File: src/rtl/ssat_pkg.sv
package ssat_pkg;

  localparam int HIST_DEPTH_DEF  = 8;
  localparam int ANGLE_BITS_DEF  = 32;
  localparam int ZERO_DEG_DEF    = 0;

  localparam int HIST_W          = 24;
  localparam int PERIOD_W        = 25;
  localparam int DIV_W           = 33;

  localparam logic [31:0] INTERVAL_MIN = 32'd10000;
  localparam logic [31:0] INTERVAL_MAX = 32'd10000000;
  localparam logic [31:0] STOP_LIMIT   = 32'd1000000;
  localparam logic [31:0] PERIOD_FLOOR = 32'd10000;
  localparam logic [31:0] RATE_RESET   = 32'd256;
  localparam logic [31:0] PERIOD_RESET = 32'd1 << 26;
  localparam int          NUDGE_SHIFT  = 17;
  localparam int          LIMIT_SHIFT  = 4;

  localparam logic CFG_LOCK_ENABLE = 1'b0;
  localparam logic CFG_ZERO_DRIFT  = 1'b1;

  typedef struct packed {
    logic [31:0] now;
    logic        sync;
    logic        edge_seen;
    logic        in_range;
    logic [31:0] elapsed;
  } ssat_job_t;

endpackage

File: src/rtl/ssat_if.sv
interface ssat_in_if;
  logic        valid;
  logic        ready;
  logic [31:0] timestamp_us;
  logic        sync_pin;
  modport source (output valid, timestamp_us, sync_pin, input ready);
  modport sink   (input valid, timestamp_us, sync_pin, output ready);
endinterface

interface ssat_out_if;
  logic        valid;
  logic        ready;
  logic [31:0] angle;
  logic        stopped;
  logic [24:0] period;
  logic [31:0] raw_period;
  modport source (output valid, angle, stopped, period, raw_period, input ready);
  modport sink   (input valid, angle, stopped, period, raw_period, output ready);
endinterface

interface ssat_cfg_if;
  logic        valid;
  logic        ready;
  logic        index;
  logic [31:0] data;
  modport source (output valid, index, data, input ready);
  modport sink   (input valid, index, data, output ready);
endinterface

File: src/rtl/ssat_front.sv
module ssat_front
  import ssat_pkg::*;
(
  input  logic        clk,
  input  logic        rst_n,
  input  logic        in_valid,
  output logic        in_ready,
  input  logic [31:0] in_timestamp_us,
  input  logic        in_sync_pin,
  output logic        q_valid,
  input  logic        q_ready,
  output ssat_job_t   q_job
);
  // front owns edge detection and last edge time; two-entry queue to back
  logic        prev_sync_r, prev_sync_nxt;
  logic [31:0] last_edge_r, last_edge_nxt;
  ssat_job_t   q_r [2];
  logic [1:0]  cnt_r;
  logic        rd_r, wr_r;
  ssat_job_t   job;
  logic        push, pop;

  assign in_ready = (cnt_r != 2'd2);
  assign push     = in_valid && in_ready;
  assign q_valid  = (cnt_r != 2'd0);
  assign pop      = q_valid && q_ready;
  assign q_job    = q_r[rd_r];

  always_comb begin
    job.now       = in_timestamp_us;
    job.sync      = in_sync_pin;
    job.elapsed   = in_timestamp_us - last_edge_r;
    job.edge_seen = in_sync_pin != prev_sync_r;
    job.in_range  = (job.elapsed > INTERVAL_MIN) && (job.elapsed < INTERVAL_MAX);
    prev_sync_nxt = prev_sync_r;
    last_edge_nxt = last_edge_r;
    if (push && job.edge_seen) begin
      prev_sync_nxt = in_sync_pin;
      last_edge_nxt = in_timestamp_us;
    end
  end

  always_ff @(posedge clk) begin
    if (push) q_r[wr_r] <= job;
    if (!rst_n) begin
      prev_sync_r <= 1'b1;
      last_edge_r <= '0;
      cnt_r <= '0;
      rd_r <= 1'b0;
      wr_r <= 1'b0;
    end else begin
      prev_sync_r <= prev_sync_nxt;
      last_edge_r <= last_edge_nxt;
      if (push) wr_r <= ~wr_r;
      if (pop) rd_r <= ~rd_r;
      cnt_r <= cnt_r + {1'b0, push} - {1'b0, pop};
    end
  end

  a_cnt_max: assert property (@(posedge clk) disable iff (!rst_n) cnt_r <= 2'd2)
    else $error("queue overflow");
  a_edge_time: assert property (@(posedge clk) disable iff (!rst_n)
    push && job.edge_seen |=> last_edge_r == $past(in_timestamp_us))
    else $error("edge time not taken");
  a_full_block: assert property (@(posedge clk) disable iff (!rst_n)
    cnt_r == 2'd2 |-> !in_ready) else $error("ready when full");
endmodule

File: src/rtl/ssat_back.sv
module ssat_back
  import ssat_pkg::*;
#(
  parameter int HISTORY_DEPTH = HIST_DEPTH_DEF,
  parameter int ANGLE_BITS    = ANGLE_BITS_DEF,
  parameter int ZERO_DEGREES  = ZERO_DEG_DEF
) (
  input  logic        clk,
  input  logic        rst_n,
  input  logic        q_valid,
  output logic        q_ready,
  input  ssat_job_t   q_job,
  input  logic        lock_enable,
  input  logic [31:0] zero_drift,
  output logic        out_valid,
  input  logic        out_ready,
  output logic [31:0] out_angle,
  output logic        out_stopped,
  output logic [24:0] out_period,
  output logic [31:0] out_raw_period
);
  localparam int IW = $clog2(HISTORY_DEPTH);
  localparam int CW = $clog2(HISTORY_DEPTH + 1);
  localparam int LO_RANK = (HISTORY_DEPTH - 1) / 2;
  localparam int HI_RANK = HISTORY_DEPTH / 2;
  localparam logic [32:0] FULL = 33'd1 << ANGLE_BITS;
  localparam logic [31:0] HALF = 32'(FULL >> 1);
  localparam logic [31:0] TMASK = 32'(FULL - 33'd1);
  localparam logic [31:0] ZRST = 32'((((FULL / 33'd360) * 33'(ZERO_DEGREES))) & 33'(TMASK));

  localparam logic [2:0] S_IDLE = 3'd0, S_RANK = 3'd1, S_DIV = 3'd2,
                         S_LOCK = 3'd3, S_ADV = 3'd4, S_OUT = 3'd5,
                         S_SUM = 3'd6;

  logic [2:0]        st_r;
  ssat_job_t         job_r;
  logic [HIST_W-1:0] hist_r [HISTORY_DEPTH];
  logic [IW-1:0]     hidx_r;
  logic [IW-1:0]     k_r;
  logic [31:0]       lo_r, hi_r;
  logic [31:0]       per_r, rate_r, raw_r, phase_r, zoff_r, last_samp_r;
  logic [32:0]       rem_r;
  logic [32:0]       quo_r;
  logic [5:0]        dcnt_r;
  logic [31:0]       dtick_r;

  logic [CW-1:0] nless, nleq;
  logic [IW-1:0] nidx;
  always_comb begin
    nless = '0;
    nleq  = '0;
    for (int i = 0; i < HISTORY_DEPTH; i++) begin
      if (hist_r[i] < hist_r[k_r]) nless = nless + CW'(1);
      if (hist_r[i] <= hist_r[k_r]) nleq = nleq + CW'(1);
    end
    nidx = (hidx_r == IW'(HISTORY_DEPTH - 1)) ? '0 : hidx_r + IW'(1);
  end

  logic [32:0] sum33;
  logic [31:0] psum;
  logic [33:0] trial;
  assign sum33 = {1'b0, lo_r} + {1'b0, hi_r};
  assign psum  = (sum33[31:0] < PERIOD_FLOOR) ? PERIOD_FLOOR : sum33[31:0];
  assign trial = {rem_r, quo_r[32]} - {2'b0, per_r};

  logic [31:0] amod;
  logic signed [33:0] off, nud, lim, rr;
  always_comb begin
    amod = (phase_r + (job_r.sync ? 32'd0 : HALF)) & TMASK;
    off  = $signed({2'b0, amod}) - $signed({2'b0, HALF});
    nud  = off >>> NUDGE_SHIFT;
    lim  = $signed({{2{rate_r[31]}}, rate_r});
    lim  = (lim < 0) ? -((-lim) >>> LIMIT_SHIFT) : (lim >>> LIMIT_SHIFT);
    rr   = nud;
    if (rr < -lim) rr = -lim;
    if (rr > lim) rr = lim;
  end

  assign q_ready = (st_r == S_IDLE);
  assign out_valid = (st_r == S_OUT);

  always_ff @(posedge clk) begin
    if (!rst_n) begin
      st_r <= S_IDLE;
      for (int i = 0; i < HISTORY_DEPTH; i++) hist_r[i] <= '0;
      hidx_r <= '0;
      per_r <= PERIOD_RESET;
      rate_r <= RATE_RESET;
      raw_r <= '0;
      phase_r <= '0;
      zoff_r <= ZRST;
      last_samp_r <= '0;
    end else begin
      unique case (st_r)
        S_IDLE: if (q_valid) begin
          job_r <= q_job;
          dtick_r <= q_job.now - last_samp_r;
          last_samp_r <= q_job.now;
          if (q_job.edge_seen) raw_r <= {q_job.elapsed[30:0], 1'b0};
          if (q_job.edge_seen && q_job.in_range) begin
            hidx_r <= nidx;
            hist_r[nidx] <= q_job.elapsed[HIST_W-1:0];
            k_r <= '0;
            st_r <= S_RANK;
          end else begin
            st_r <= S_ADV;
          end
        end
        S_RANK: begin
          if (nless <= CW'(LO_RANK) && nleq > CW'(LO_RANK))
            lo_r <= 32'(hist_r[k_r]);
          if (nless <= CW'(HI_RANK) && nleq > CW'(HI_RANK))
            hi_r <= 32'(hist_r[k_r]);
          if (k_r == IW'(HISTORY_DEPTH - 1)) st_r <= S_SUM;
          k_r <= k_r + IW'(1);
        end
        S_SUM: begin
          per_r <= psum;
          rem_r <= '0;
          quo_r <= FULL;
          dcnt_r <= '0;
          st_r <= S_DIV;
        end
        S_DIV: begin
          if (!trial[33]) begin
            rem_r <= trial[32:0];
            quo_r <= {quo_r[31:0], 1'b1};
          end else begin
            rem_r <= {rem_r[31:0], quo_r[32]};
            quo_r <= {quo_r[31:0], 1'b0};
          end
          dcnt_r <= dcnt_r + 6'd1;
          if (dcnt_r == 6'd32) st_r <= lock_enable ? S_LOCK : S_ADV;
          if (dcnt_r == 6'd32)
            rate_r <= !trial[33] ? {quo_r[30:0], 1'b1} : {quo_r[30:0], 1'b0};
        end
        S_LOCK: begin
          rate_r <= rate_r - rr[31:0];
          st_r <= S_ADV;
        end
        S_ADV: begin
          phase_r <= (phase_r + dtick_r * rate_r) & TMASK;
          zoff_r <= (zoff_r + dtick_r * zero_drift) & TMASK;
          st_r <= S_OUT;
        end
        S_OUT: if (out_ready) st_r <= S_IDLE;
        default: st_r <= S_IDLE;
      endcase
    end
  end

  assign out_angle      = (phase_r + zoff_r) & TMASK;
  assign out_stopped    = job_r.elapsed > STOP_LIMIT;
  assign out_period     = per_r[PERIOD_W-1:0];
  assign out_raw_period = raw_r;

  a_hold: assert property (@(posedge clk) disable iff (!rst_n)
    out_valid && !out_ready |=> out_valid) else $error("result dropped");
  a_idx: assert property (@(posedge clk) disable iff (!rst_n)
    32'(hidx_r) < 32'(HISTORY_DEPTH)) else $error("bad ring index");
  a_one: assert property (@(posedge clk) disable iff (!rst_n)
    !(q_ready && out_valid)) else $error("overlap");
endmodule

File: src/rtl/spin_sync_angle_tracker.sv
// Spin sync angle tracker. Each sample item yields one result item. A sample
// without an in-range sync edge goes straight to the phase advance; one with
// an in-range edge first runs the rank scan of the history ring (one entry a
// cycle), the 33-step restoring divider (one quotient bit a cycle) and, with
// lock enabled, the lock step. A two-item queue lets samples be taken while
// the back end is busy. Write config only while idle.
module spin_sync_angle_tracker
  import ssat_pkg::*;
#(
  parameter int HISTORY_DEPTH = HIST_DEPTH_DEF,
  parameter int ANGLE_BITS    = ANGLE_BITS_DEF,
  parameter int ZERO_DEGREES  = ZERO_DEG_DEF
) (
  input logic clk,
  input logic rst_n,
  ssat_in_if.sink   in_ch,
  ssat_out_if.source out_ch,
  ssat_cfg_if.sink  cfg_ch
);
  logic        lock_r;
  logic [31:0] drift_r;
  logic        q_valid, q_ready;
  ssat_job_t   q_job;

  assign cfg_ch.ready = 1'b1;
  always_ff @(posedge clk) begin
    if (!rst_n) begin
      lock_r <= 1'b1;
      drift_r <= '0;
    end else if (cfg_ch.valid) begin
      unique case (cfg_ch.index)
        CFG_LOCK_ENABLE: lock_r <= cfg_ch.data[0];
        CFG_ZERO_DRIFT:  drift_r <= cfg_ch.data;
        default: ;
      endcase
    end
  end

  ssat_front u_front (
    .clk, .rst_n,
    .in_valid(in_ch.valid), .in_ready(in_ch.ready),
    .in_timestamp_us(in_ch.timestamp_us), .in_sync_pin(in_ch.sync_pin),
    .q_valid, .q_ready, .q_job
  );

  ssat_back #(
    .HISTORY_DEPTH(HISTORY_DEPTH), .ANGLE_BITS(ANGLE_BITS), .ZERO_DEGREES(ZERO_DEGREES)
  ) u_back (
    .clk, .rst_n, .q_valid, .q_ready, .q_job,
    .lock_enable(lock_r), .zero_drift(drift_r),
    .out_valid(out_ch.valid), .out_ready(out_ch.ready),
    .out_angle(out_ch.angle), .out_stopped(out_ch.stopped),
    .out_period(out_ch.period), .out_raw_period(out_ch.raw_period)
  );
endmodule

File: src/flat_wrapper.sv
// flat-port wrapper written by rule: the top's interface ports become plain ports
module spin_sync_angle_tracker_flat import ssat_pkg::*;
#(
  parameter int HISTORY_DEPTH = HIST_DEPTH_DEF,
  parameter int ANGLE_BITS    = ANGLE_BITS_DEF,
  parameter int ZERO_DEGREES  = ZERO_DEG_DEF
)
  (clk, rst_n, in_ch_valid, in_ch_timestamp_us, in_ch_sync_pin, in_ch_ready, out_ch_valid, out_ch_angle, out_ch_stopped, out_ch_period, out_ch_raw_period, out_ch_ready, cfg_ch_valid, cfg_ch_index, cfg_ch_data, cfg_ch_ready);
  ssat_in_if in_ch_i ();
  ssat_out_if out_ch_i ();
  ssat_cfg_if cfg_ch_i ();
  input logic clk;
  input logic rst_n;
  input wire logic [$bits(in_ch_i.valid)-1:0] in_ch_valid;
  input wire logic [$bits(in_ch_i.timestamp_us)-1:0] in_ch_timestamp_us;
  input wire logic [$bits(in_ch_i.sync_pin)-1:0] in_ch_sync_pin;
  output wire logic [$bits(in_ch_i.ready)-1:0] in_ch_ready;
  output wire logic [$bits(out_ch_i.valid)-1:0] out_ch_valid;
  output wire logic [$bits(out_ch_i.angle)-1:0] out_ch_angle;
  output wire logic [$bits(out_ch_i.stopped)-1:0] out_ch_stopped;
  output wire logic [$bits(out_ch_i.period)-1:0] out_ch_period;
  output wire logic [$bits(out_ch_i.raw_period)-1:0] out_ch_raw_period;
  input wire logic [$bits(out_ch_i.ready)-1:0] out_ch_ready;
  input wire logic [$bits(cfg_ch_i.valid)-1:0] cfg_ch_valid;
  input wire logic [$bits(cfg_ch_i.index)-1:0] cfg_ch_index;
  input wire logic [$bits(cfg_ch_i.data)-1:0] cfg_ch_data;
  output wire logic [$bits(cfg_ch_i.ready)-1:0] cfg_ch_ready;
  assign in_ch_i.valid = in_ch_valid;
  assign in_ch_i.timestamp_us = in_ch_timestamp_us;
  assign in_ch_i.sync_pin = in_ch_sync_pin;
  assign in_ch_ready = in_ch_i.ready;
  assign out_ch_valid = out_ch_i.valid;
  assign out_ch_angle = out_ch_i.angle;
  assign out_ch_stopped = out_ch_i.stopped;
  assign out_ch_period = out_ch_i.period;
  assign out_ch_raw_period = out_ch_i.raw_period;
  assign out_ch_i.ready = out_ch_ready;
  assign cfg_ch_i.valid = cfg_ch_valid;
  assign cfg_ch_i.index = cfg_ch_index;
  assign cfg_ch_i.data = cfg_ch_data;
  assign cfg_ch_ready = cfg_ch_i.ready;
  spin_sync_angle_tracker #(.HISTORY_DEPTH(HISTORY_DEPTH), .ANGLE_BITS(ANGLE_BITS), .ZERO_DEGREES(ZERO_DEGREES)) u_core (.clk(clk), .rst_n(rst_n), .in_ch(in_ch_i), .out_ch(out_ch_i), .cfg_ch(cfg_ch_i));
endmodule
File: config.mk
export PLATFORM = sky130hd
export DESIGN_NAME = spin_sync_angle_tracker_flat
export DESIGN_NICKNAME = d
export VERILOG_FILES = /design/src/rtl/ssat_pkg.sv /design/src/rtl/ssat_if.sv /design/src/rtl/ssat_front.sv /design/src/rtl/ssat_back.sv /design/src/rtl/spin_sync_angle_tracker.sv /design/src/flat_wrapper.sv
export SDC_FILE = /design/constraint.sdc
export NUM_CORES = 2
export LEC_CHECK = 0
export BUFFER_PORTS_ARGS = -buffer_cell sky130_fd_sc_hd__buf_4
export CORE_UTILIZATION = 60
export DETAILED_ROUTE_END_ITERATION = 7
export PLACE_DENSITY = 0.87
export SLEW_MARGIN = 20
export SYNTH_ARGS = -nofsm -noshare
export SYNTH_HDL_FRONTEND = slang
export SYNTH_SLANG_ARGS = --single-unit
File: constraint.sdc
create_clock -name clk -period 15.1 [get_ports clk]
set_input_delay 2.265 -clock clk [delete_from_list [all_inputs] [get_ports clk]]
set_output_delay 2.265 -clock clk [all_outputs]
set_load 0.005 [all_outputs]
==> impl_metrics.xml <==
<?xml version="1.0" encoding="UTF-8"?>
<metrics>
  <group name="floorplanning">
    <metric name="core_area" unit="µm²">132000</metric>
    <metric name="die-height" unit="µm">368</metric>
    <metric name="core.rowCount" unit="">133</metric>
    <metric name="fp.dieW" unit="µm">368</metric>
    <metric name="ioPinCount" unit="">164</metric>
    <metric name="start_util" unit="%">60.7</metric>
    <metric name="die-area" unit="µm²">135000</metric>
  </group>
  <group name="clock_tree">
    <metric name="cts_post_setup_buffers_inserted" unit="">0</metric>
    <metric name="cts-buffers-inserted" unit="">89</metric>
    <metric name="clock_insertion_delay_worst_skew" unit="ps">730</metric>
    <metric name="cts.sink_count" unit="">779</metric>
    <metric name="cts_hold_buf" unit="">0</metric>
    <metric name="cts_resized" unit="">0</metric>
    <metric name="path_clk_slew" unit="ps">60</metric>
    <metric name="cts_root_buffer" unit="">clkbuf_16</metric>
    <metric name="clock_tree_from_tritoncts" unit="">done</metric>
    <metric name="clock_path_buffers" unit="">3</metric>
    <metric name="h_tree_depth" unit="">3</metric>
  </group>
  <group name="final_layout">
    <metric name="layout_commonest_cell" unit="">nand2_1</metric>
    <metric name="share_of_layout_cells_above_drive_strength_1" unit="%">7.39</metric>
    <metric name="finalNonFillerCells" unit="">10400</metric>
    <metric name="design_area" unit="µm²">86500</metric>
    <metric name="antenna-diode-count" unit="">0</metric>
    <metric name="final_cell_mix" unit="">nand2_1 (1,367), inv_1 (1,261), fa_1 (882)</metric>
    <metric name="layout.nets" unit="">10200</metric>
    <metric name="layout_stage_area_growth_over_the_synthesis_result" unit="%">7.81</metric>
  </group>
  <group name="placed_design">
    <metric name="gpl.final_weighted_congestion" unit="">0.979</metric>
    <metric name="port_buffers" unit="">161</metric>
    <metric name="dp_cells" unit="">10200</metric>
    <metric name="hpwlAfterDp" unit="mm">175</metric>
    <metric name="post_dp_cell_area" unit="µm²">83200</metric>
  </group>
  <group name="logic_synthesis">
    <metric name="ys_seq_elements" unit="">779</metric>
    <metric name="synthesis.instances" unit="">8564</metric>
    <metric name="synthArstFlopShare" unit="%">0</metric>
    <metric name="post_synth_num_cell_types" unit="">95</metric>
    <metric name="mappedNetlistArea" unit="µm²">80200</metric>
    <metric name="synthesis.yosys.warnings" unit="">0</metric>
    <metric name="synth_seq_area_share" unit="%">25.9</metric>
    <metric name="synth_enable_flop_cells" unit="">514</metric>
    <metric name="syn-num-nets" unit="">10200</metric>
    <metric name="synth_area_per_cell" unit="µm²">9.37</metric>
    <metric name="commonest_register_cell_after_synthesis" unit="">edfxtp_1</metric>
  </group>
  <group name="global_routing">
    <metric name="number_of_antenna_violations_at_the_first_check_in_global_routing" unit="">3</metric>
    <metric name="first_global_vias" unit="">66100</metric>
    <metric name="globalRoute.totalOverflow" unit="">0</metric>
    <metric name="global_route.usage.total" unit="%">34.8</metric>
    <metric name="largest_net_degree_at_the_start_of_global_routing" unit="">80</metric>
    <metric name="grt_pass1_wl" unit="mm">365</metric>
  </group>
  <group name="critical_path">
    <metric name="kind_of_capture_point_of_the_worst_setup_path" unit="">flip-flop</metric>
    <metric name="cp_slowest_stage_delay" unit="ps">770</metric>
    <metric name="timing.critical_path.fanout_max" unit="">20</metric>
    <metric name="slowest_stage_cell_cp" unit="">a2111oi_0</metric>
    <metric name="cp_common_cell" unit="">a21o_1</metric>
    <metric name="worst-r2r-setup-slack" unit="ps">1800</metric>
    <metric name="cp.arrival" unit="ps">13970</metric>
    <metric name="worst-endpoint-required" unit="ps">15770</metric>
    <metric name="cp.depth" unit="">46</metric>
    <metric name="timing.critical_path.buf_inv" unit="">2</metric>
    <metric name="timing.reg2reg.worst_path_depth" unit="">46</metric>
    <metric name="worst-setup-path-type" unit="">reg2reg</metric>
    <metric name="timing.critical_path.max_delay_family" unit="">compound AO/OA/AOI/OAI gates</metric>
    <metric name="timing.critical_path.from_type" unit="">flip-flop</metric>
  </group>
  <group name="sta">
    <metric name="timing_worst_slew_pin_value" unit="ps">1190</metric>
    <metric name="final_max_slew_viol_count" unit="">0</metric>
    <metric name="max_clock_freq" unit="GHz">0.0752</metric>
    <metric name="finalCritPeriodShare" unit="%">88.1</metric>
    <metric name="finalWorstPathRequiredPeriod" unit="ps">13300</metric>
    <metric name="grt_setup_unrepaired" unit="">false</metric>
    <metric name="setup_violations" unit="">0</metric>
    <metric name="max_slew_margin" unit="%">19.3</metric>
    <metric name="hold_viol" unit="">0</metric>
    <metric name="timing.clock.skew" unit="ps">63.2</metric>
    <metric name="final.setup.tns" unit="ps">0</metric>
  </group>
  <group name="run_status">
    <metric name="run_status" unit="">complete, no violations</metric>
  </group>
  <group name="detailed_routing">
    <metric name="first_pass_iters" unit="">8</metric>
    <metric name="drt-vias-per-instance" unit="">6.12</metric>
    <metric name="wl_per_cell" unit="µm">22.5</metric>
    <metric name="drt_iter0_drc" unit="">6329</metric>
    <metric name="drc" unit="">0</metric>
    <metric name="antenna_left" unit="">0</metric>
    <metric name="drt_wl_total" unit="mm">233</metric>
    <metric name="total_via_count_after_detailed_routing" unit="">63500</metric>
  </group>
  <group name="power_and_ir_drop">
    <metric name="combinationalPowerShare" unit="%">62.0</metric>
    <metric name="total_switching_power" unit="mW">6.57</metric>
    <metric name="power.share.sequential" unit="%">20.6</metric>
    <metric name="swShare" unit="%">46.6</metric>
    <metric name="power_report.internal_total" unit="mW">7.53</metric>
    <metric name="pwr_density_cell" unit="nW/µm²">163</metric>
    <metric name="clockPowerShare" unit="%">17.4</metric>
    <metric name="leakagePower" unit="nW">38.9</metric>
    <metric name="vdd.ir_drop.worst" unit="mV">0.170</metric>
  </group>
  <group name="run">
    <metric name="timing.max_cap.violations" unit="">0</metric>
  </group>
  <group name="min_path">
    <metric name="whs_path_depth" unit="">2</metric>
    <metric name="hold_class" unit="">reg2reg</metric>
  </group>
</metrics>
Yosys cell counts, types with 16 or more instances:
library cell  count  area, µm²
o211a_1          38        380
a21boi_0        104        781
buf_4            27        203
nor2b_1          99        619
a21o_1          104        781
inv_1          1261       4730
dfxtp_1         265       5310
o21a_1           67        503
nand4_1          84        526
a21oi_1         274       1370
nand3_1         115        576
nand2b_1         61        382
fa_1            882      17700
buf_1            40        150
nand2_1        1368       5130
nor4_1           27        169
o211ai_1         30        225
nor2_1          460       1730
clkbuf_1        352       1320
a22oi_1          24        180
or3_1            19        119
or2_2            23        144
ha_1            705       8820
edfxtp_1        514      15400
mux2_2           48        541
o31ai_1          26        195
o21bai_1         17        128
and2_1          273       1710
xor2_1          123       1080
nor3_1           79        395
mux2i_1         125       1250
a31oi_1          23        144
o31a_1           16        140
a211oi_1         43        323
and3_1           45        282
xnor2_1         281       2460
o21ai_0         266       1330
mux4_2           48       1080
routing by layer:
layer	vias to the layer above	wire length, µm	GRT usage (%)	share of wire [%]
met5	-	15	0	0.0064
met4	2	15900	20.6	6.8
met3	886	23500	7.24	10
met2	3545	108000	56.3	46
met1	31100	86000	43.0	37
li1	27900	-	-	-
stage by stage:
step,power [mW],worst slack (ps),hold slack (ps),utilization (%)
after floorplan,8.90,3410,443,-
after global placement,11.1,2240,453,62.9
after detailed placement,11.5,2150,459,62.9
after CTS,14.0,2080,468,65.4
after global routing,15.1,1120,479,65.4
final,14.1,1800,466,65.4
state kept, by name, summed over array words and instances (netlist names), 33 cells and up, named ones only:
register / flops
u_core.u_back.hist_r: 192
u_core.u_front.q_r: 134
u_core.u_back.job_r: 33
u_core.u_back.quo_r: 33
u_core.u_back.rem_r: 33
worst paths after layout:
kind,from,to
setup / recovery,u_core.u_back.rate_r[4],u_core.u_back.rate_r[28]
hold / removal,u_core.u_front.last_edge_r[25],u_core.u_front.last_edge_r[25]
setup reg to reg,u_core.u_back.rate_r[4],u_core.u_back.rate_r[28]
hold reg to reg,u_core.u_front.last_edge_r[25],u_core.u_front.last_edge_r[25]
final cells by class:
| class | instances | area, µm² |
|---|---|---|
| Clock inverter | 59 | 918 |
| Tap cell | 1755 | 2200 |
| Timing Repair Buffer | 310 | 2340 |
| Inverter | 1261 | 4730 |
| Clock buffer | 108 | 2370 |
| Multi-Input combinational cell | 6099 | 53200 |
| Sequential cell | 779 | 20700 |
| Fill cell | 10100 | 45700 |
worst register-to-register path: cells and delay by family, from the launching register on:
kind            cells  cell delay [ps]
mux                 1              350
fa+ha+maj           4             1460
xor+xnor            1              230
flops               1              570
compound gates     28             6670
simple gates       10             3310
buf+inv             2              700
power groups by stage:
stage / Clock (mW) / Combinational [mW] / Sequential (mW)
after CTS: 2.47 / 8.60 / 2.89
after floorplan: 0 / 6.11 / 2.79
after global routing: 2.55 / 9.58 / 2.92
after detailed placement: 0 / 8.52 / 2.93
after global placement: 0 / 8.18 / 2.92
final: 2.45 / 8.73 / 2.91
logic make-up (layout without fill, tap and decap cells):
kind of cell	after synthesis	after routing	synth area share, %
AOI/OAI and AO/OA	1159	1159	9.53
and+or+nand+nor	2722	2722	15.5
muxes	222	222	3.60
buffers and inverters	1686	1738	8.04
DFF	779	779	25.9
other	2	2	0.00936
xor gates and xnor gates	407	407	4.50
adders and majority gates	1587	1587	33.0
No activity file was read; power rests on OpenSTA's default activity.
